--- config.mk ---
export PLATFORM = sky130hd
export DESIGN_NAME = tcgr_cursor
export DESIGN_NICKNAME = d
export VERILOG_FILES = /design/src/hw/rtl/tcgr_pkg.sv /design/src/hw/rtl/tcgr_cursor.sv
export SDC_FILE = /design/constraint.sdc
export NUM_CORES = 1
export LEC_CHECK = 0
export ABC_CLOCK_PERIOD_IN_PS = 5750
export BUFFER_PORTS_ARGS = -buffer_cell sky130_fd_sc_hd__buf_2
export CAP_MARGIN = 40
export CORE_ASPECT_RATIO = 0.9
export CORE_MARGIN = 4
export CORE_UTILIZATION = 60
export DETAILED_ROUTE_END_ITERATION = 7
export MAX_ROUTING_LAYER = met4
export PLACE_DENSITY = 0.95
export SLEW_MARGIN = 40
export SYNTH_ARGS = -nofsm -noshare
export SYNTH_HDL_FRONTEND = slang
export SYNTH_SLANG_ARGS = --single-unit
--- constraint.sdc ---
create_clock -name clk_i -period 5.75 [get_ports clk_i]
set_input_delay 1.15 -clock clk_i [delete_from_list [all_inputs] [get_ports clk_i]]
set_output_delay 1.15 -clock clk_i [all_outputs]
set_load 0.005 [all_outputs]
--- src/hw/rtl/tcgr_pkg.sv ---
// ----------------------------------------------------------------------------
// tcgr_pkg
// Shared types, codes and the color palette of the text console glyph
// renderer.
// ----------------------------------------------------------------------------
package tcgr_pkg;

  // Glyph cell width is fixed at eight pixels, one byte per glyph row
  localparam int GLYPH_WIDTH = 8;
  localparam int X_SHIFT     = $clog2(GLYPH_WIDTH);

  // Operation codes
  localparam logic [1:0] OP_PUT_CHAR   = 2'd0;
  localparam logic [1:0] OP_SET_CURSOR = 2'd1;
  localparam logic [1:0] OP_LOAD_FONT  = 2'd2;

  // Control characters
  localparam logic [7:0] CH_BACKSPACE = 8'd8;
  localparam logic [7:0] CH_TAB       = 8'd9;
  localparam logic [7:0] CH_NEWLINE   = 8'd10;

  // Tab stop distance in columns
  localparam logic [8:0] TAB_STEP = 9'd4;

  // Register indexes (word address bits)
  localparam logic [2:0] REG_TEXT_COLUMNS = 3'd0;
  localparam logic [2:0] REG_TEXT_ROWS    = 3'd1;
  localparam logic [2:0] REG_FG_INDEX     = 3'd2;
  localparam logic [2:0] REG_BG_INDEX     = 3'd3;
  localparam logic [2:0] REG_FG_INTENSE   = 3'd4;
  localparam logic [2:0] REG_BG_INTENSE   = 3'd5;

  // Register reset values
  localparam logic [7:0] TEXT_COLUMNS_RST = 8'd80;
  localparam logic [6:0] TEXT_ROWS_RST    = 7'd30;
  localparam logic [2:0] FG_INDEX_RST     = 3'd7;
  localparam logic [2:0] BG_INDEX_RST     = 3'd0;

  // 2x8 palette: normal row, then bright row
  localparam logic [31:0] PALETTE [2][8] = '{
    '{32'hff000000, 32'hffa00000, 32'hff0aac00, 32'hffaaa700,
      32'hfa0001aa, 32'hffa001aa, 32'hff0aaaaa, 32'hffaaaaaa},
    '{32'hff000000, 32'hfff00000, 32'hff0ffc00, 32'hfffffc00,
      32'hff0003ff, 32'hfff003ff, 32'hff0fffff, 32'hffffffff}
  };

  // Draw request from the cursor unit to the row sequencer
  typedef struct packed {
    logic       start;
    logic [7:0] col;
    logic [6:0] row;
    logic [7:0] code;
  } draw_req_t;

  // Character code folded into the glyph range; count is at least half of 256
  function automatic logic [7:0] glyph_wrap(logic [7:0] code, int count);
    logic [8:0] wide;
    logic [8:0] lim;
    wide = {1'b0, code};
    lim  = 9'(count);
    if (wide >= lim) begin
      wide = wide - lim;
    end
    return wide[7:0];
  endfunction

endpackage

--- src/hw/rtl/tcgr_cursor.sv ---
// ----------------------------------------------------------------------------
// tcgr_cursor
// Cursor column/row state and its update per console operation; issues a
// draw request for every character that produces a glyph.
// ----------------------------------------------------------------------------
module tcgr_cursor (
  input  logic                clk_i,
  input  logic                rst_ni,
  input  logic                accept_i,
  input  logic [1:0]          operation_i,
  input  logic [7:0]          char_code_i,
  input  logic [7:0]          new_column_i,
  input  logic [6:0]          new_row_i,
  input  logic [7:0]          text_columns_i,
  input  logic [6:0]          text_rows_i,
  output tcgr_pkg::draw_req_t draw_o
);
  import tcgr_pkg::*;

  logic [7:0] col_q, col_d;
  logic [6:0] row_q, row_d;
  logic [7:0] last_col;
  logic [6:0] last_row;
  logic [6:0] row_adv;
  logic [8:0] col_p1;
  logic [8:0] col_p4;
  draw_req_t  draw;

  // last valid position, zero counts act as one
  assign last_col = (text_columns_i == 8'd0) ? 8'd0 : text_columns_i - 8'd1;
  assign last_row = (text_rows_i == 7'd0) ? 7'd0 : text_rows_i - 7'd1;

  // row advance saturates: no scrolling
  assign row_adv = (row_q >= last_row) ? last_row : row_q + 7'd1;
  assign col_p1  = {1'b0, col_q} + 9'd1;
  assign col_p4  = {1'b0, col_q} + TAB_STEP;

  // next cursor and draw request
  always_comb begin
    col_d      = col_q;
    row_d      = row_q;
    draw.start = 1'b0;
    draw.col   = col_q;
    draw.row   = row_q;
    draw.code  = char_code_i;
    case (operation_i)
      OP_PUT_CHAR: begin
        case (char_code_i)
          CH_NEWLINE: begin
            col_d = 8'd0;
            row_d = row_adv;
          end
          CH_TAB: begin
            if (col_p4 > {1'b0, last_col}) begin
              col_d = 8'd0;
              row_d = row_adv;
            end else begin
              col_d = col_p4[7:0];
            end
          end
          CH_BACKSPACE: begin
            if (col_q != 8'd0) begin
              col_d = col_q - 8'd1;
            end
            draw.start = 1'b1;
            draw.col   = col_d;
            draw.code  = 8'd0;
          end
          default: begin
            draw.start = 1'b1;
            if (col_p1 > {1'b0, last_col}) begin
              col_d = 8'd0;
              row_d = row_adv;
            end else begin
              col_d = col_p1[7:0];
            end
          end
        endcase
      end
      OP_SET_CURSOR: begin
        col_d = (new_column_i > last_col) ? last_col : new_column_i;
        row_d = (new_row_i > last_row) ? last_row : new_row_i;
      end
      default: begin
      end
    endcase
    draw.start = draw.start & accept_i;
  end

  // cursor registers
  always_ff @(posedge clk_i or negedge rst_ni) begin
    if (!rst_ni) begin
      col_q <= 8'd0;
      row_q <= 7'd0;
    end else if (accept_i) begin
      col_q <= col_d;
      row_q <= row_d;
    end
  end

  assign draw_o = draw;

endmodule

==> results.ini <==
[status]
status = finished, final reports clean

[route]
totalWireLength_um = 9020
vias = 3375
drc = 0
first_pass_iters = 6
drt_iter0_drc = 397
viasPerCell = 6.541
post_drt_wl_per_cell_um = 17.48
ant_nets = 0

[sta]
relSlewSlack = 0.4223
finalSetupTns_ns = 0
finalSetupViolations = 0
period_share = 0.7930
final.setup_skew_ns = 0.006608
rsz0062_at_grt = false
tightest_slew_ns = 0.8599
finalHoldViolCount = 0
fmax_ghz = 0.2193
slew_viol_final = 0
period_needed_ns = 4.560

[global_route]
grtUsageTotal = 0.3067
grt_pass1_vias = 3118
antenna_found_initial = 0
grt_pass1_wl_um = 14530
grt-ovfl-total = 0
grt_max_degree = 16

[floorplan]
rows = 24
core_area_um2 = 4835
initial_core_util = 0.6162
die_h_um = 74.85
die_w_um = 82.28
io_pins = 67
dieArea_um2 = 6158

[clock_network]
cts_buffers = 3
cts-root-buf = clkbuf_8
insertion_delay_ns = 0.24
cts.repair.resized = 0
clockBufferDepth = 2
clock_sinks = 15
cts_tree = yes
cts_htree_levels = 1
ctsHoldBuffers = 0
path_clk_slew_ns = 0.05
post_cts.repair.setup_buffers = 0

[finish]
insertedDiodeCount = 0
area_growth_pct = 13.31
drive_gt1_frac = 0.2018
nNetsFinal = 539

[synthesis]
yosysWarnings = 0
syn_inst = 398
synth_edf_count = 0
synth_area_leader_cell = ha_1
avgSynthCellArea_um2 = 7.485
netlist.area_leader.share = 0.1848
syn-cell-area_um2 = 2979
synthTopCellsByArea = ha_1 18%, dfrtp_1 13%, xnor2_1 5.6%
postSynthNetCount = 485
async_reset_ff_frac = 1.000
synth_cell_types = 60
ys.flop_type = dfrtp_1
synth_seq_cells = 15
seq_area_frac_synth = 0.1260

[critical_path]
start_kind = input port
cp.arrival_ns = 3.41
required_ns = 4.60
rr_startpoint = col_q[4]$_DFFE_PN0P_
r2r_slack_ns = 2.06
crit_top_cell = buf_2
critPathTopFamily = simple AND/OR/NAND/NOR gates
cp_max_fo = 8
crit_slowest_cell = or4_1
path_buf_inv = 2
worstSetupPathType = in -> out
worst-r2r-cell-count = 12
cp-end-kind = primary output
cp_slowest_stage_delay_ns = 0.67
crit_chain = buf_2 -> nor4_1 -> nand3b_1 -> or3_1 -> or4_1 -> nor2_1 -> xnor2_1 -> buf_2
worstSetupStartpoint = char_code_i[4]
reg2reg_to = row_q[3]$_DFFE_PN0P_

[job]
maxCapViolations = 0

[power_and_ir_drop]
p_total_w = 0.001060
powerDensity_nw_per_um2 = 313.9
ir_drop_uv = 153.5
leakage_nw = 1.533

[hold_path]
min-delay-start = row_q[6]$_DFFE_PN0P_
hold_depth = 1
hold_path_class = reg -> reg
min_to = row_q[6]$_DFFE_PN0P_

[placed_design]
dpl.hpwl_um = 7334
gp_congestion = 1.010
io_buffers = 66

==> worst max-delay path by stage <==
| stage | end | slack (ns) | depth (start not counted) |
|---|---|---|---|
| after global placement | row_q[6]$_DFFE_PN0P_ | 1.17 | 13 |
| after global routing | draw_o[18] | 1.01 | 8 |
| after floorplan | row_q[1]$_DFFE_PN0P_ | 1.44 | 12 |
| after CTS | draw_o[18] | 1.23 | 8 |
| final | draw_o[18] | 1.19 | 8 |
| after detailed placement | row_q[3]$_DFFE_PN0P_ | 1.06 | 14 |
==> area by class of cell <==
cell class                      instances  area (µm²)
Multi-Input combinational cell        341        2446
Fill cell                             404        1459
Sequential cell                        15       375.4
Timing Repair Buffer                   67       337.8
Inverter                               24       90.09
Tap cell                               65       81.33
Clock buffer                            4       45.04
==> power breakdown <==
part / switching [W] / leakage [nW] / internal (W) / total (W)
Clock: 0.0000346 / 0.0228 / 0.0000490 / 0.0000836
Combinational: 0.000397 / 1.34 / 0.000328 / 0.000725
Sequential: 0.000103 / 0.175 / 0.000149 / 0.000251
==> routing by layer <==
layer  wire length [µm]  vias up  global-route usage
met4                179        0             0.07565
met5                  0        -                   -
li1                   -     1577                   -
met2               3995      236              0.4662
met1               3800     1535              0.4291
met3               1044       27             0.04187
==> synthesized netlist by cell type (3+ instances only) <==
cell	count
a21o_1	5
and3_1	6
clkbuf_1	14
o22ai_1	6
a211oi_1	6
o21ai_0	21
nor4_1	6
nor2b_1	7
nor2_1	31
xnor2_1	19
ha_1	44
xor2_1	11
or3_1	6
nand3_1	23
nand4_1	5
mux2i_1	7
o31ai_1	5
o21a_1	3
and2_1	3
or2_2	4
inv_1	24
a21oi_1	17
a31oi_1	5
dfrtp_1	15
o221ai_1	3
nand2_1	32
nor3_1	12
nand2b_1	6
a221oi_1	8
mux2_2	6
==> metrics by stage <==
stage               worst slack [ns]  hold slack, ns  utilization  cell area [µm²]  cells
floorplan                      1.435          0.5720            -             2979    398
global placement               1.173          0.5914       0.6876             3324    512
detailed placement             1.063          0.6034       0.6889             3331    512
CTS                            1.225          0.6164       0.6982             3376    516
global route                   1.006          0.6334       0.6982             3376    516
finish                         1.190          0.6163       0.6982             3376    516
==> logic make-up after synthesis <==
kind of cell    Yosys count  synth area share
fa+ha+maj                44            0.1848
flops                    15            0.1260
mux                      13           0.04620
buf+inv                  42           0.05502
compound gates           98            0.2306
xor+xnor                 30           0.08820
simple gates            156            0.2692
==> cell usage in the layout (no fill, tap or decap), types with 6 or more instances in the layout <==
cell,synthesis,layout
a221oi_1,8,8
xor2_1,11,11
and3_1,6,6
ha_1,44,44
inv_1,24,24
or3_1,6,6
nand2_1,32,32
nor2b_1,7,7
mux2_2,6,6
buf_2,2,66
nand3_1,23,23
xnor2_1,19,19
nor2_1,31,31
nand2b_1,6,6
dfrtp_1,15,15
a211oi_1,6,6
a21oi_1,17,17
o22ai_1,6,6
nor3_1,12,12
o21ai_0,21,21
mux2i_1,7,7
==> state kept, by name (all words and copies together) (netlist names) <==
| signal | count |
|---|---|
| col_q | 8 |
| row_q | 7 |
Power figures use the tool's default switching activity.
