[config.mk]
export PLATFORM = sky130hd
export DESIGN_NAME = tcgr_seq
export DESIGN_NICKNAME = d
export VERILOG_FILES = /design/src/hw/rtl/tcgr_pkg.sv /design/src/hw/rtl/tcgr_seq.sv
export SDC_FILE = /design/constraint.sdc
export NUM_CORES = 1
export LEC_CHECK = 0
export ABC_AREA = 1
export BUFFER_PORTS_ARGS = -buffer_cell sky130_fd_sc_hd__buf_2
export CORE_ASPECT_RATIO = 0.9
export CORE_MARGIN = 3
export CORE_UTILIZATION = 40
export DETAILED_ROUTE_END_ITERATION = 12
export GPL_TIMING_DRIVEN = 0
export PLACE_DENSITY = 0.65
export SLEW_MARGIN = 20
export SYNTH_ARGS = -nofsm -noshare
export SYNTH_HDL_FRONTEND = slang
export SYNTH_SLANG_ARGS = --single-unit
[constraint.sdc]
create_clock -name clk_i -period 2.6 [get_ports clk_i]
set_clock_uncertainty 0.05 [all_clocks]
set_input_delay 0.13 -clock clk_i [delete_from_list [all_inputs] [get_ports clk_i]]
set_output_delay 0.13 -clock clk_i [all_outputs]
set_load 0.02 [all_outputs]
[src/hw/rtl/tcgr_pkg.sv]
// ----------------------------------------------------------------------------
// tcgr_pkg
// Shared types, codes and the color palette of the text console glyph
// renderer.
// ----------------------------------------------------------------------------
package tcgr_pkg;

  // Glyph cell width is fixed at eight pixels, one byte per glyph row
  localparam int GLYPH_WIDTH = 8;
  localparam int X_SHIFT     = $clog2(GLYPH_WIDTH);

  // Operation codes
  localparam logic [1:0] OP_PUT_CHAR   = 2'd0;
  localparam logic [1:0] OP_SET_CURSOR = 2'd1;
  localparam logic [1:0] OP_LOAD_FONT  = 2'd2;

  // Control characters
  localparam logic [7:0] CH_BACKSPACE = 8'd8;
  localparam logic [7:0] CH_TAB       = 8'd9;
  localparam logic [7:0] CH_NEWLINE   = 8'd10;

  // Tab stop distance in columns
  localparam logic [8:0] TAB_STEP = 9'd4;

  // Register indexes (word address bits)
  localparam logic [2:0] REG_TEXT_COLUMNS = 3'd0;
  localparam logic [2:0] REG_TEXT_ROWS    = 3'd1;
  localparam logic [2:0] REG_FG_INDEX     = 3'd2;
  localparam logic [2:0] REG_BG_INDEX     = 3'd3;
  localparam logic [2:0] REG_FG_INTENSE   = 3'd4;
  localparam logic [2:0] REG_BG_INTENSE   = 3'd5;

  // Register reset values
  localparam logic [7:0] TEXT_COLUMNS_RST = 8'd80;
  localparam logic [6:0] TEXT_ROWS_RST    = 7'd30;
  localparam logic [2:0] FG_INDEX_RST     = 3'd7;
  localparam logic [2:0] BG_INDEX_RST     = 3'd0;

  // 2x8 palette: normal row, then bright row
  localparam logic [31:0] PALETTE [2][8] = '{
    '{32'hff000000, 32'hffa00000, 32'hff0aac00, 32'hffaaa700,
      32'hfa0001aa, 32'hffa001aa, 32'hff0aaaaa, 32'hffaaaaaa},
    '{32'hff000000, 32'hfff00000, 32'hff0ffc00, 32'hfffffc00,
      32'hff0003ff, 32'hfff003ff, 32'hff0fffff, 32'hffffffff}
  };

  // Draw request from the cursor unit to the row sequencer
  typedef struct packed {
    logic       start;
    logic [7:0] col;
    logic [6:0] row;
    logic [7:0] code;
  } draw_req_t;

  // Character code folded into the glyph range; count is at least half of 256
  function automatic logic [7:0] glyph_wrap(logic [7:0] code, int count);
    logic [8:0] wide;
    logic [8:0] lim;
    wide = {1'b0, code};
    lim  = 9'(count);
    if (wide >= lim) begin
      wide = wide - lim;
    end
    return wide[7:0];
  endfunction

endpackage

[src/hw/rtl/tcgr_seq.sv]
// ----------------------------------------------------------------------------
// tcgr_seq
// Row sequencer: steps one glyph row per cycle, while the read stage has
// room, through the font store read port, then through a read stage and an
// output register toward the result channel.
// ----------------------------------------------------------------------------
module tcgr_seq #(
  parameter int GlyphHeight = 16,
  parameter int GlyphCount  = 256,
  parameter int AddrW       = 12
) (
  input  logic                clk_i,
  input  logic                rst_ni,
  input  tcgr_pkg::draw_req_t draw_i,
  output logic                busy_o,
  output logic                rd_en_o,
  output logic [AddrW-1:0]    rd_addr_o,
  input  logic [7:0]          rd_data_i,
  input  logic                out_ready_i,
  output logic                out_valid_o,
  output logic [10:0]         pixel_x_o,
  output logic [10:0]         pixel_y_o,
  output logic [7:0]          row_bits_o,
  output logic                last_row_o
);
  import tcgr_pkg::*;

  localparam int RowW = $clog2(GlyphHeight);
  localparam logic [RowW-1:0] RowLast = RowW'(GlyphHeight - 1);

  logic             active_q;
  logic [RowW-1:0]  rcnt_q;
  logic [AddrW-1:0] addr_q;
  logic [10:0]      y_q;
  logic [10:0]      x_q;
  logic             s1_valid_q;
  logic [10:0]      s1_x_q, s1_y_q;
  logic             s1_last_q;
  logic             out_valid_q;
  logic [10:0]      out_x_q, out_y_q;
  logic [7:0]       out_bits_q;
  logic             out_last_q;
  logic             issue;
  logic             s1_move;
  logic             row_is_last;
  logic [11:0]      y_start;
  logic [AddrW-1:0] base_addr;

  // start position of a glyph
  assign y_start   = 12'(draw_i.row) * 12'(GlyphHeight);
  assign base_addr = AddrW'(glyph_wrap(draw_i.code, GlyphCount)) * AddrW'(GlyphHeight);

  // pipeline advance
  assign s1_move     = s1_valid_q && (!out_valid_q || out_ready_i);
  assign issue       = active_q && (!s1_valid_q || s1_move);
  assign row_is_last = (rcnt_q == RowLast);

  // row counter, address and y step
  always_ff @(posedge clk_i or negedge rst_ni) begin
    if (!rst_ni) begin
      active_q <= 1'b0;
      rcnt_q   <= '0;
    end else if (draw_i.start) begin
      active_q <= 1'b1;
      rcnt_q   <= '0;
    end else if (issue) begin
      rcnt_q <= rcnt_q + RowW'(1);
      if (row_is_last) begin
        active_q <= 1'b0;
      end
    end
  end

  always_ff @(posedge clk_i) begin
    if (draw_i.start) begin
      addr_q <= base_addr;
      y_q    <= y_start[10:0];
      x_q    <= 11'(draw_i.col) << X_SHIFT;
    end else if (issue) begin
      addr_q <= addr_q + AddrW'(1);
      y_q    <= y_q + 11'd1;
    end
  end

  // read stage
  always_ff @(posedge clk_i or negedge rst_ni) begin
    if (!rst_ni) begin
      s1_valid_q <= 1'b0;
    end else if (issue) begin
      s1_valid_q <= 1'b1;
    end else if (s1_move) begin
      s1_valid_q <= 1'b0;
    end
  end

  always_ff @(posedge clk_i) begin
    if (issue) begin
      s1_x_q    <= x_q;
      s1_y_q    <= y_q;
      s1_last_q <= row_is_last;
    end
  end

  // output register
  always_ff @(posedge clk_i or negedge rst_ni) begin
    if (!rst_ni) begin
      out_valid_q <= 1'b0;
    end else if (s1_move) begin
      out_valid_q <= 1'b1;
    end else if (out_ready_i) begin
      out_valid_q <= 1'b0;
    end
  end

  always_ff @(posedge clk_i) begin
    if (s1_move) begin
      out_x_q    <= s1_x_q;
      out_y_q    <= s1_y_q;
      out_bits_q <= rd_data_i;
      out_last_q <= s1_last_q;
    end
  end

  assign busy_o      = active_q;
  assign rd_en_o     = issue;
  assign rd_addr_o   = addr_q;
  assign out_valid_o = out_valid_q;
  assign pixel_x_o   = out_x_q;
  assign pixel_y_o   = out_y_q;
  assign row_bits_o  = out_bits_q;
  assign last_row_o  = out_last_q;

endmodule

==> results of run 1 <==
## placed cells by master (no fill, tap or decap), types with 4 or more instances in the layout
master / netlist / final
nor2_1: 20 / 20
dlygate4sd3_1: 0 / 29
nand3_1: 16 / 16
dfrtp_1: 7 / 7
dfxtp_1: 8 / 8
clkbuf_8: 0 / 9
buf_4: 4 / 4
o21ai_0: 10 / 10
o21ai_1: 4 / 4
inv_1: 13 / 13
buf_2: 1 / 78
a21oi_1: 7 / 6
nand4_1: 5 / 5
nand2_1: 76 / 76
edfxtp_1: 71 / 71
## stage by stage
step	instance area, um^2	instances	hold WS [ns]	setup TNS (ns)	power, W
after floorplan	3447	281	-0.2156	0	0.001804
after global placement	3976	473	-0.07455	-6.360	0.001897
after detailed placement	4003	474	-0.06953	0	0.001908
after CTS	4503	519	0.003990	0	0.002918
after global routing	4503	519	0.007066	0	0.003018
final	4503	519	0.01973	0	0.002885
## cells by family (layout without fill, tap and decap cells)
| logic type | Yosys count | in the layout | synth area share |
|---|---|---|---|
| AOI/OAI and AO/OA | 26 | 26 | 0.04220 |
| buffers and inverters | 24 | 147 | 0.03528 |
| adders and majority gates | 3 | 3 | 0.01091 |
| other | 1 | 3 | 0.001090 |
| DFF | 86 | 86 | 0.7173 |
| and+or+nand+nor | 136 | 136 | 0.1855 |
| xor gates and xnor gates | 3 | 3 | 0.007641 |
## flip-flops by register name, indices dropped and copies added, names as in the netlist
register,cells
s1_last_q,1
out_valid_o,1
s1_y_q,11
s1_valid_q,1
pixel_x_o,8
row_bits_o,8
rcnt_q,4
pixel_y_o,11
s1_x_q,8
y_q,11
last_row_o,1
busy_o,1
x_q,8
rd_addr_o,12
## Yosys cell counts
| master | number | area share |
|---|---|---|
| nand2_1 | 76 | 0.083 |
| edfxtp_1 | 71 | 0.62 |
| nor2_1 | 20 | 0.022 |
| nand3_1 | 16 | 0.023 |
| inv_1 | 13 | 0.014 |
| o21ai_0 | 10 | 0.015 |
| dfxtp_1 | 8 | 0.047 |
| a21oi_1 | 7 | 0.010 |
| dfrtp_1 | 7 | 0.051 |
| nand4_1 | 5 | 0.0091 |
| buf_4 | 4 | 0.0087 |
| o21ai_1 | 4 | 0.0058 |
| ha_1 | 3 | 0.011 |
| inv_2 | 3 | 0.0033 |
| nand2_2 | 3 | 0.0055 |
| nand3_2 | 3 | 0.0087 |
| nor2_4 | 3 | 0.0098 |
| nor3b_1 | 3 | 0.0065 |
| o21bai_1 | 3 | 0.0065 |
| xor2_1 | 3 | 0.0076 |
| buf_6 | 2 | 0.0065 |
| nor2_2 | 2 | 0.0036 |
| nor3_1 | 2 | 0.0029 |
| o21ai_2 | 2 | 0.0051 |
| buf_1 | 1 | 0.0011 |
| buf_2 | 1 | 0.0015 |
| conb_1 | 1 | 0.0011 |
| nand2_4 | 1 | 0.0033 |
| nand3b_1 | 1 | 0.0022 |
| nor2_8 | 1 | 0.0058 |
## final cells by class
class                   instances  area [um^2]
clock buffers                   9        123.9
fillers                       710         3720
multi-input cells             171        869.6
inverters                      16        60.06
flip-flops and latches         86         2467
well taps                     115        143.9
repair buffers                107        690.7
clock inverters                 7        86.33
plain buffers                   8        61.31
## critical path, delay by kind of cell (launching register included)
family | cells | cell delay, ns
simple gates | 2 | 0.24
flops | 1 | 0.45
buf+inv | 2 | 0.68
## final timing paths
kind | from | end | slack [ns] | cells after the start
max in group asynchronous | rst_ni | rcnt_q[3]$_DFFE_PN0P_ | 2.25 | 2
hold / removal | draw_i[14] | y_q[10]$_DFFE_PP_ | 0.02 | 3
min in group asynchronous | rst_ni | rcnt_q[1]$_DFFE_PN0P_ | 0.08 | 2
hold reg to reg | s1_y_q[6]$_DFFE_PP_ | pixel_y_o[6]$_DFFE_PP_ | 0.37 | 0
setup reg to reg | out_valid_o$_DFFE_PN0P_ | y_q[4]$_DFFE_PP_ | 0.81 | 5
setup / recovery | out_valid_o$_DFFE_PN0P_ | rd_en_o | 0.68 | 4
## metal layers
layer,GRT usage,vias up,share of wire
met4,0.03987,0,0.0074
met1,0.1827,1098,0.47
li1,-,1202,-
met2,0.2222,90,0.45
met3,0.05704,5,0.074
met5,0,-,0
## power by group
group | leakage [nW] | switching (W) | total, W | internal, W
clock | 0.105 | 0.000508 | 0.000975 | 0.000467
combinational | 0.894 | 0.000161 | 0.000272 | 0.000111
sequential | 0.860 | 0.0000486 | 0.00164 | 0.00159
total | 1.86 | 0.000718 | 0.00288 | 0.00217
==> metrics.txt, run 1 <==
Via Count 2395; Starting DRT DRC Count 131; Worst EP arrival 1.74 ns; # port buffers 77; vias per inst 4.615; antenna violations before repair 0; All-Layer GR Usage 0.1414; average wire per standard cell 12.55 um; Hold Buf Count CTS 29; pwr dens 640.6 nW/um^2; crit-path cells nand3_2 -> nand2_4 -> inv_2 -> buf_2; WP data required 2.42 ns; core area 8223 um^2; Clk pin slew, worst setup/hold paths 0.09 ns; pin count of the biggest net entering global routing 27; status complete, no violations; Max Slew Vio Count 0; flops & latches, synth 86; crit path max fanout 26; GRT Residual Overflow 0; CP Class flip-flop to output port; CP endpoint kind output port; Hold Vio Cnt, Final 0; Die Y 93.97 um; post-CTS setup buffers 0; slowest CP cell dfrtp_1; die span in x 103.7 um; final worst path period share 0.7376; layout cell share with drive strength beyond 1 0.2970; worst-margin pin slew 0.7671 ns; CTS tree done; Routed WL 6512 um; Worst VDD drop 0.0003181 V; syn avg cell area 12.33 um^2; clock latency on the worst-skew pair 0.36 ns; YS warnings 0; antenna cells 0; final setup margin 0.6822 ns; Clock Tree Root clkbuf_8; maxcap violations 0; die area 9749 um^2; Rows 31; GPL Wtd Cong 0.8172; Worst path max stage delay 0.45 ns; HPWL Detailed 4389 um; # IOs 81; Initial Utilization 0.4183; Distinct cells, synth 30; min Tclk post-route 1.918 ns; Layout Nets 437; Worst Setup Start Kind flip-flop; Hold Path Class input port to flip-flop; DRC errors left 0; H-tree levels 3; clock buffer depth 2; worst slack at placement 0.7413 ns; first-pass GRT wire length 10710 um; DRT Pass-1 Iters 4; Seq/Total Area, Yosys 0.7174; number of routed nets with antenna violations 0; Layout Utilization 0.5476; RSZ-0062 raised after global routing false; Slew HR 0.4874; Synth Instances 279; area grow syn2layout 30.92%; P_leak 1.859 nW; CTS sink count 86; Syn Std Cell Area 3440 um^2; vias in the first global route 2175; Gates resized, CTS repair 0; Max Clk Rate 521.4 MHz; total CTS buffers 9; final setup fails 0
Power figures use the tool's default switching activity.
==> inputs of run 2 (changes only) <==
PLACE_DENSITY = 0.68   (was 0.65)
clock period = 1.6 ns   (was 2.6 ns; I/O delays follow)
==> run 2 against run 1 <==
Worst hold slack improved by 0.013 ns. Register-to-register slack got worse by 0.77 ns. First-iteration DRC count rose by 28%. Sequential share of layout area fell by 0.67 points. Utilization rose by 0.73 points. Clock power rose by 64%. Total power rose by 64%. Global-route usage rose by 0.57 points. Wire length rose by 5.4%. Die area did not move. Sequential cell count did not move. Cell count rose by 0.77%. Critical path type is now flip-flop to flip-flop. Critical endpoint is now pixel_y_o[2]$_DFFE_PP_.
==> metrics.txt, run 2 (synthesis results as in run 1) <==
status complete, no violations (unchanged); total CTS buffers 9 (unchanged); number of routed nets with antenna violations 0 (unchanged); Die Y 93.97 um (unchanged); CTS tree done (unchanged); Logic pwr share 0.097 (was 0.094); clock power share 0.339 (was 0.338); most common cell after layout, fill and taps aside buf_2 (unchanged); P_leak 1.877 nW (was 1.859 nW); Initial Utilization 0.4183 (unchanged); final setup margin 0.04152 ns (was 0.6822 ns); area grow syn2layout 32.67% (was 30.92%); Worst VDD drop 0.0005675 V (was 0.0003181 V); Layout Nets 441 (was 437); design area 4563 um^2 (was 4503 um^2); post-CTS setup buffers 0 (unchanged); CTS sink count 86 (unchanged); Slew HR 0.4331 (was 0.4874); die span in x 103.7 um (unchanged); pin count of the biggest net entering global routing 29 (was 27); Placed Area 3988 um^2 (was 4003 um^2); antenna cells 0 (unchanged); most frequent cells in the layout buf_2 (78), nand2_1 (75), edfxtp_1 (71) (was buf_2 (78), nand2_1 (76), edfxtp_1 (71)); All-Layer GR Usage 0.1471 (was 0.1414); GRT Residual Overflow 0 (unchanged); GPL Wtd Cong 0.8203 (was 0.8172); H-tree levels 3 (unchanged); Worst path max stage delay 0.69 ns (was 0.45 ns); clock latency on the worst-skew pair 0.35 ns (was 0.36 ns); Worst EP arrival 1.49 ns (was 1.74 ns); DRT Pass-1 Iters 6 (was 4); vias per inst 4.629 (was 4.615); worst-margin pin slew 0.8484 ns (was 0.7671 ns); min Tclk post-route 1.558 ns; Buffers & Inverters on Critical Path 0 (was 2); Rows 31 (unchanged); Hold Vio Cnt, Final 0 (unchanged); crit path max fanout 28 (was 26); Top delay family on crit path compound AO/OA/AOI/OAI gates (was buffers and inverters); Clk pin slew, worst setup/hold paths 0.09 ns (about the same); Tot Pwr 0.004720 W (was 0.002885 W); Max Clk Rate 641.7 MHz; crit-path cells a21oi_4 (was nand3_2 -> nand2_4 -> inv_2 -> buf_2); die area 9749 um^2 (unchanged); # IOs 81 (unchanged); GR Layer Usage met2 0.2375 (was 0.2222); number of flip-flops under the largest register name 12 (unchanged); GR met1 Demand/Resource 0.1852 (was 0.1827); DRC errors left 0 (unchanged); first-pass GRT wire length 11100 um (was 10710 um); Sw Pwr 0.001194 W (was 0.0007183 W); CP endpoint kind flip-flop (was output port); switching portion of total power 0.2530 (was 0.2490); clock buffer depth 2 (unchanged); CP Class flip-flop to flip-flop (was flip-flop to output port); Hold WS 0.03293 ns (was 0.01973 ns); Clock Tree Root clkbuf_8 (unchanged); final worst path period share 0.9740; maxcap violations 0 (unchanged); Routed WL 6864 um (was 6512 um); P_int 0.003525 W (was 0.002166 W); Starting DRT DRC Count 168 (was 131); worst slack at placement -0.2039 ns (was 0.7413 ns); Max Slew Vio Count 0 (unchanged); sequential power share 0.564 (was 0.568); final setup fails 0 (unchanged); Final TNS setup 0 ns (unchanged); RSZ-0062 raised after global routing true (was false); slowest CP cell a21oi_4 (was dfrtp_1); Via Count 2421 (was 2395); pwr dens 1034 nW/um^2 (was 640.6 nW/um^2); # port buffers 77 (unchanged); busiest layer in global routing met2 (unchanged); core area 8223 um^2 (unchanged); antenna violations before repair 0 (unchanged); FILL cells 712 (was 710); layout cell share with drive strength beyond 1 0.3015 (was 0.2970); vias in the first global route 2380 (was 2175); average wire per standard cell 13.12 um (was 12.55 um); Hold Path Class input port to flip-flop (unchanged); WP data required 1.53 ns (was 2.42 ns); met3 GRT Util 0.06048 (was 0.05704); HPWL Detailed 4361 um (was 4389 um); Worst Setup Start Kind flip-flop (unchanged)
-- run 2: cell types whose count changed in the layout (fill, tap and decap cells not counted), sizes merged --
cell,previous run,this run
clkinv,0,1
buf,86,85
dlygate4sd3,29,33
-- run 2: worst paths after layout --
path / to / from / slack (ns) / cells past startpoint
hold / removal: x_q[9]$_DFFE_PP_ / draw_i[23] / 0.03 / 1
max in group asynchronous: out_valid_o$_DFFE_PN0P_ / rst_ni / 1.28 / 2
min in group asynchronous: busy_o$_DFFE_PN0P_ / rst_ni / 0.04 / 2
setup / recovery: pixel_y_o[2]$_DFFE_PP_ / out_valid_o$_DFFE_PN0P_ / 0.04 / 1
setup reg to reg: pixel_y_o[2]$_DFFE_PP_ / out_valid_o$_DFFE_PN0P_ / 0.04 / 1
hold reg to reg: last_row_o$_DFFE_PP_ / s1_last_q$_DFFE_PP_ / 0.37 / 0
-- run 2: timing repair --
action	4_1_cts	5_1_grt
endpoints found under the setup margin	50	31
pin swaps	1	0
hold buffers	33	0
endpoints found under the hold margin	40	0
resized for setup	5	3
cloned	0	1
-- run 2: power by group through the flow --
stage                     Sequential, W  Combinational [W]  Clock (W)
after global routing            0.00268           0.000501    0.00174
after detailed placement        0.00271           0.000384          0
after global placement          0.00271           0.000377          0
after floorplan                 0.00277           0.000157          0
final                           0.00266           0.000456    0.00160
after CTS                       0.00266           0.000453    0.00163
-- run 2: area by class of cell --
type,instances,area (um^2),area share
buffer,8,61.31,0.01344
clock buffer,9,123.9,0.02715
clock inverter,7,86.33,0.01892
inverter,16,72.57,0.01590
multi-input combinational,171,880.8,0.1930
sequential,86,2470,0.5413
tap,115,143.9,0.03153
timing repair buffer,110,715.7,0.1568
timing repair inverter,1,8.758,0.001919
-- run 2: per-stage QoR --
| stage | cells | utilization |
|---|---|---|
| 2_1_floorplan | 281 | - |
| 3_3_place_gp | 473 | 0.4849 |
| 3_5_place_dp | 473 | 0.4849 |
| 4_1_cts | 522 | 0.5525 |
| 5_1_grt | 523 | 0.5549 |
| 6_report | 523 | 0.5549 |
-- run 2: metal layers --
metal,vias up,share of wire
met1,1119,0.46
met3,4,0.075
met2,91,0.45
li1,1207,-
met5,-,0
met4,0,0.0083
==> inputs of run 3 (changes only) <==
HOLD_SLACK_MARGIN = 0.05   (was not set)
==> run 3 against run 2 <==
Design area up 0.44%. Critical path type unchanged. Global-route usage up 0.14 points. Via count up 0.62%. Largest power group unchanged. Worst setup slack better by 0.0067 ns. Critical endpoint is now row_bits_o[6]$_DFFE_PP_.
==> metrics.txt, run 3 (synthesis results as in run 1) <==
number of routed nets with antenna violations 0 (unchanged); pwr dens 1031 nW/um^2 (was 1034 nW/um^2); first-pass GRT wire length 11220 um (was 11100 um); average wire per standard cell 13.10 um (was 13.12 um); Worst Setup Start Kind flip-flop (unchanged); Buffers & Inverters on Critical Path 0 (unchanged); Post-Layout Cell Count 525 (was 523); P_leak 1.886 nW (was 1.877 nW); worst-case reg-to-reg path depth 1 (unchanged); antenna violations before repair 0 (unchanged); Starting DRT DRC Count 182 (was 168); WP data required 1.54 ns (was 1.53 ns); FILL cells 709 (was 712); total CTS buffers 9 (unchanged); Clock Tree Root clkbuf_8 (unchanged); clock power share 0.339 (about the same); Rows 31 (unchanged); final worst path period share 0.9699 (was 0.9740); crit path max fanout 28 (unchanged); Hold Path Class input port to flip-flop (unchanged); Worst VDD drop 0.0005681 V (was 0.0005675 V); CTS sink count 86 (unchanged); pin count of the biggest net entering global routing 29 (unchanged); DRC errors left 0 (unchanged); CTS tree done (unchanged); Clk pin slew, worst setup/hold paths 0.09 ns (about the same); core area 8223 um^2 (unchanged); maxcap violations 0 (unchanged); CP Class flip-flop to flip-flop (unchanged); vias in the first global route 2398 (was 2380); Worst path max stage delay 0.68 ns (was 0.69 ns); HPWL Detailed 4361 um (unchanged); GPL Wtd Cong 0.8203 (unchanged); area grow syn2layout 33.25% (was 32.67%); min Tclk post-route 1.552 ns (was 1.558 ns); switching portion of total power 0.2533 (was 0.2530); antenna cells 0 (unchanged); number of flip-flops under the largest register name 12 (unchanged); GRT Residual Overflow 0 (unchanged); clock latency on the worst-skew pair 0.35 ns (about the same); Initial Utilization 0.4183 (unchanged); Hold Vio Cnt, Final 0 (unchanged); design area 4583 um^2 (was 4563 um^2); Top delay family on crit path compound AO/OA/AOI/OAI gates (unchanged); status complete, no violations (unchanged); P_int 0.003529 W (was 0.003525 W); sequential power share 0.563 (was 0.564); post-CTS setup buffers 0 (unchanged); CP endpoint kind flip-flop (unchanged); DRT Pass-1 Iters 4 (was 6); vias per inst 4.640 (was 4.629); slowest CP cell a21oi_4 (unchanged); final setup fails 0 (unchanged); Placed Area 3988 um^2 (unchanged); Tot Pwr 0.004726 W (was 0.004720 W); All-Layer GR Usage 0.1484 (was 0.1471); Final TNS setup 0 ns (unchanged); # port buffers 77 (unchanged); Layout Nets 443 (was 441); Slew HR 0.4401 (was 0.4331); Logic pwr share 0.097 (about the same); Routed WL 6879 um (was 6864 um); Sw Pwr 0.001197 W (was 0.001194 W); die span in x 103.7 um (unchanged); hold path depth 4 (was 1); most common cell after layout, fill and taps aside buf_2 (unchanged); worst-margin pin slew 0.8379 ns (was 0.8484 ns); clock buffer depth 2 (unchanged); dpl cells 473 (unchanged); Max Slew Vio Count 0 (unchanged); crit-path cells a21oi_4 (unchanged); Crit path depth 1 (unchanged); Via Count 2436 (was 2421); Max Clk Rate 644.4 MHz (was 641.7 MHz); Worst EP arrival 1.49 ns (about the same); die area 9749 um^2 (unchanged); # IOs 81 (unchanged); Layout Utilization 0.5574 (was 0.5549); Die Y 93.97 um (unchanged); RSZ-0062 raised after global routing true (unchanged); H-tree levels 3 (unchanged); most frequent cells in the layout buf_2 (78), nand2_1 (75), edfxtp_1 (71) (unchanged); layout cell share with drive strength beyond 1 0.3000 (was 0.3015)
-- run 3: cell count changes in the layout (fill, tap and decap cells not counted) --
cell and change:
dlygate4sd3_1 +2
-- run 3: area by class of cell --
type / count / area (um^2) / share of cell area
sequential: 86 / 2470 / 0.5389
timing repair buffer: 112 / 735.7 / 0.1605
buffer: 8 / 61.31 / 0.01338
inverter: 16 / 72.57 / 0.01583
tap: 115 / 143.9 / 0.03140
clock inverter: 7 / 86.33 / 0.01884
clock buffer: 9 / 123.9 / 0.02703
multi-input combinational: 171 / 880.8 / 0.1922
timing repair inverter: 1 / 8.758 / 0.001911
-- run 3: timing repair --
item                       4_1_cts  5_1_grt
gates resized for setup          5        3
hold endpoints to repair        48        0
setup endpoints to repair       50       32
gates cloned                     0        1
hold buffers                    35        0
pin swaps                        1        0
-- run 3: power groups by stage --
stage / logic [W] / registers (W) / clock network, W
2_1_floorplan: 0.000157 / 0.00277 / 0
3_3_place_gp: 0.000377 / 0.00271 / 0
3_5_place_dp: 0.000384 / 0.00271 / 0
4_1_cts: 0.000457 / 0.00266 / 0.00163
5_1_grt: 0.000506 / 0.00268 / 0.00174
6_report: 0.000461 / 0.00266 / 0.00160
-- run 3: final timing paths --
check / start / end / slack, ns
worst max register to register: out_valid_o$_DFFE_PN0P_ / row_bits_o[6]$_DFFE_PP_ / 0.05
worst min register to register: s1_last_q$_DFFE_PP_ / last_row_o$_DFFE_PP_ / 0.37
min in group asynchronous: rst_ni / busy_o$_DFFE_PN0P_ / 0.62
worst max-delay path: out_valid_o$_DFFE_PN0P_ / row_bits_o[6]$_DFFE_PP_ / 0.05
worst min-delay path: draw_i[23] / y_q[4]$_DFFE_PP_ / 0.23
max in group asynchronous: rst_ni / out_valid_o$_DFFE_PN0P_ / 0.60
-- run 3: per-layer routing --
layer	global-route usage	part of all wire	wire length [um]
met5	0	0	0
met4	0.03876	0.0080	55
met3	0.06048	0.077	530
met2	0.2407	0.46	3159
met1	0.1866	0.46	3135
-- run 3: per-stage QoR --
stage	setup WS [ns]	hold WS, ns
2_1_floorplan	-0.01202	-0.2656
3_3_place_gp	-0.1795	-0.1247
3_5_place_dp	-0.2039	-0.1241
4_1_cts	-0.006738	0.2328
5_1_grt	-0.04489	0.2408
6_report	0.04823	0.2341
-- run 3: worst min-delay path: stages --
cell and delay, ns:
buf_2 0.10, buf_2 0.23, nand2_1 0.07, o21ai_0 0.05
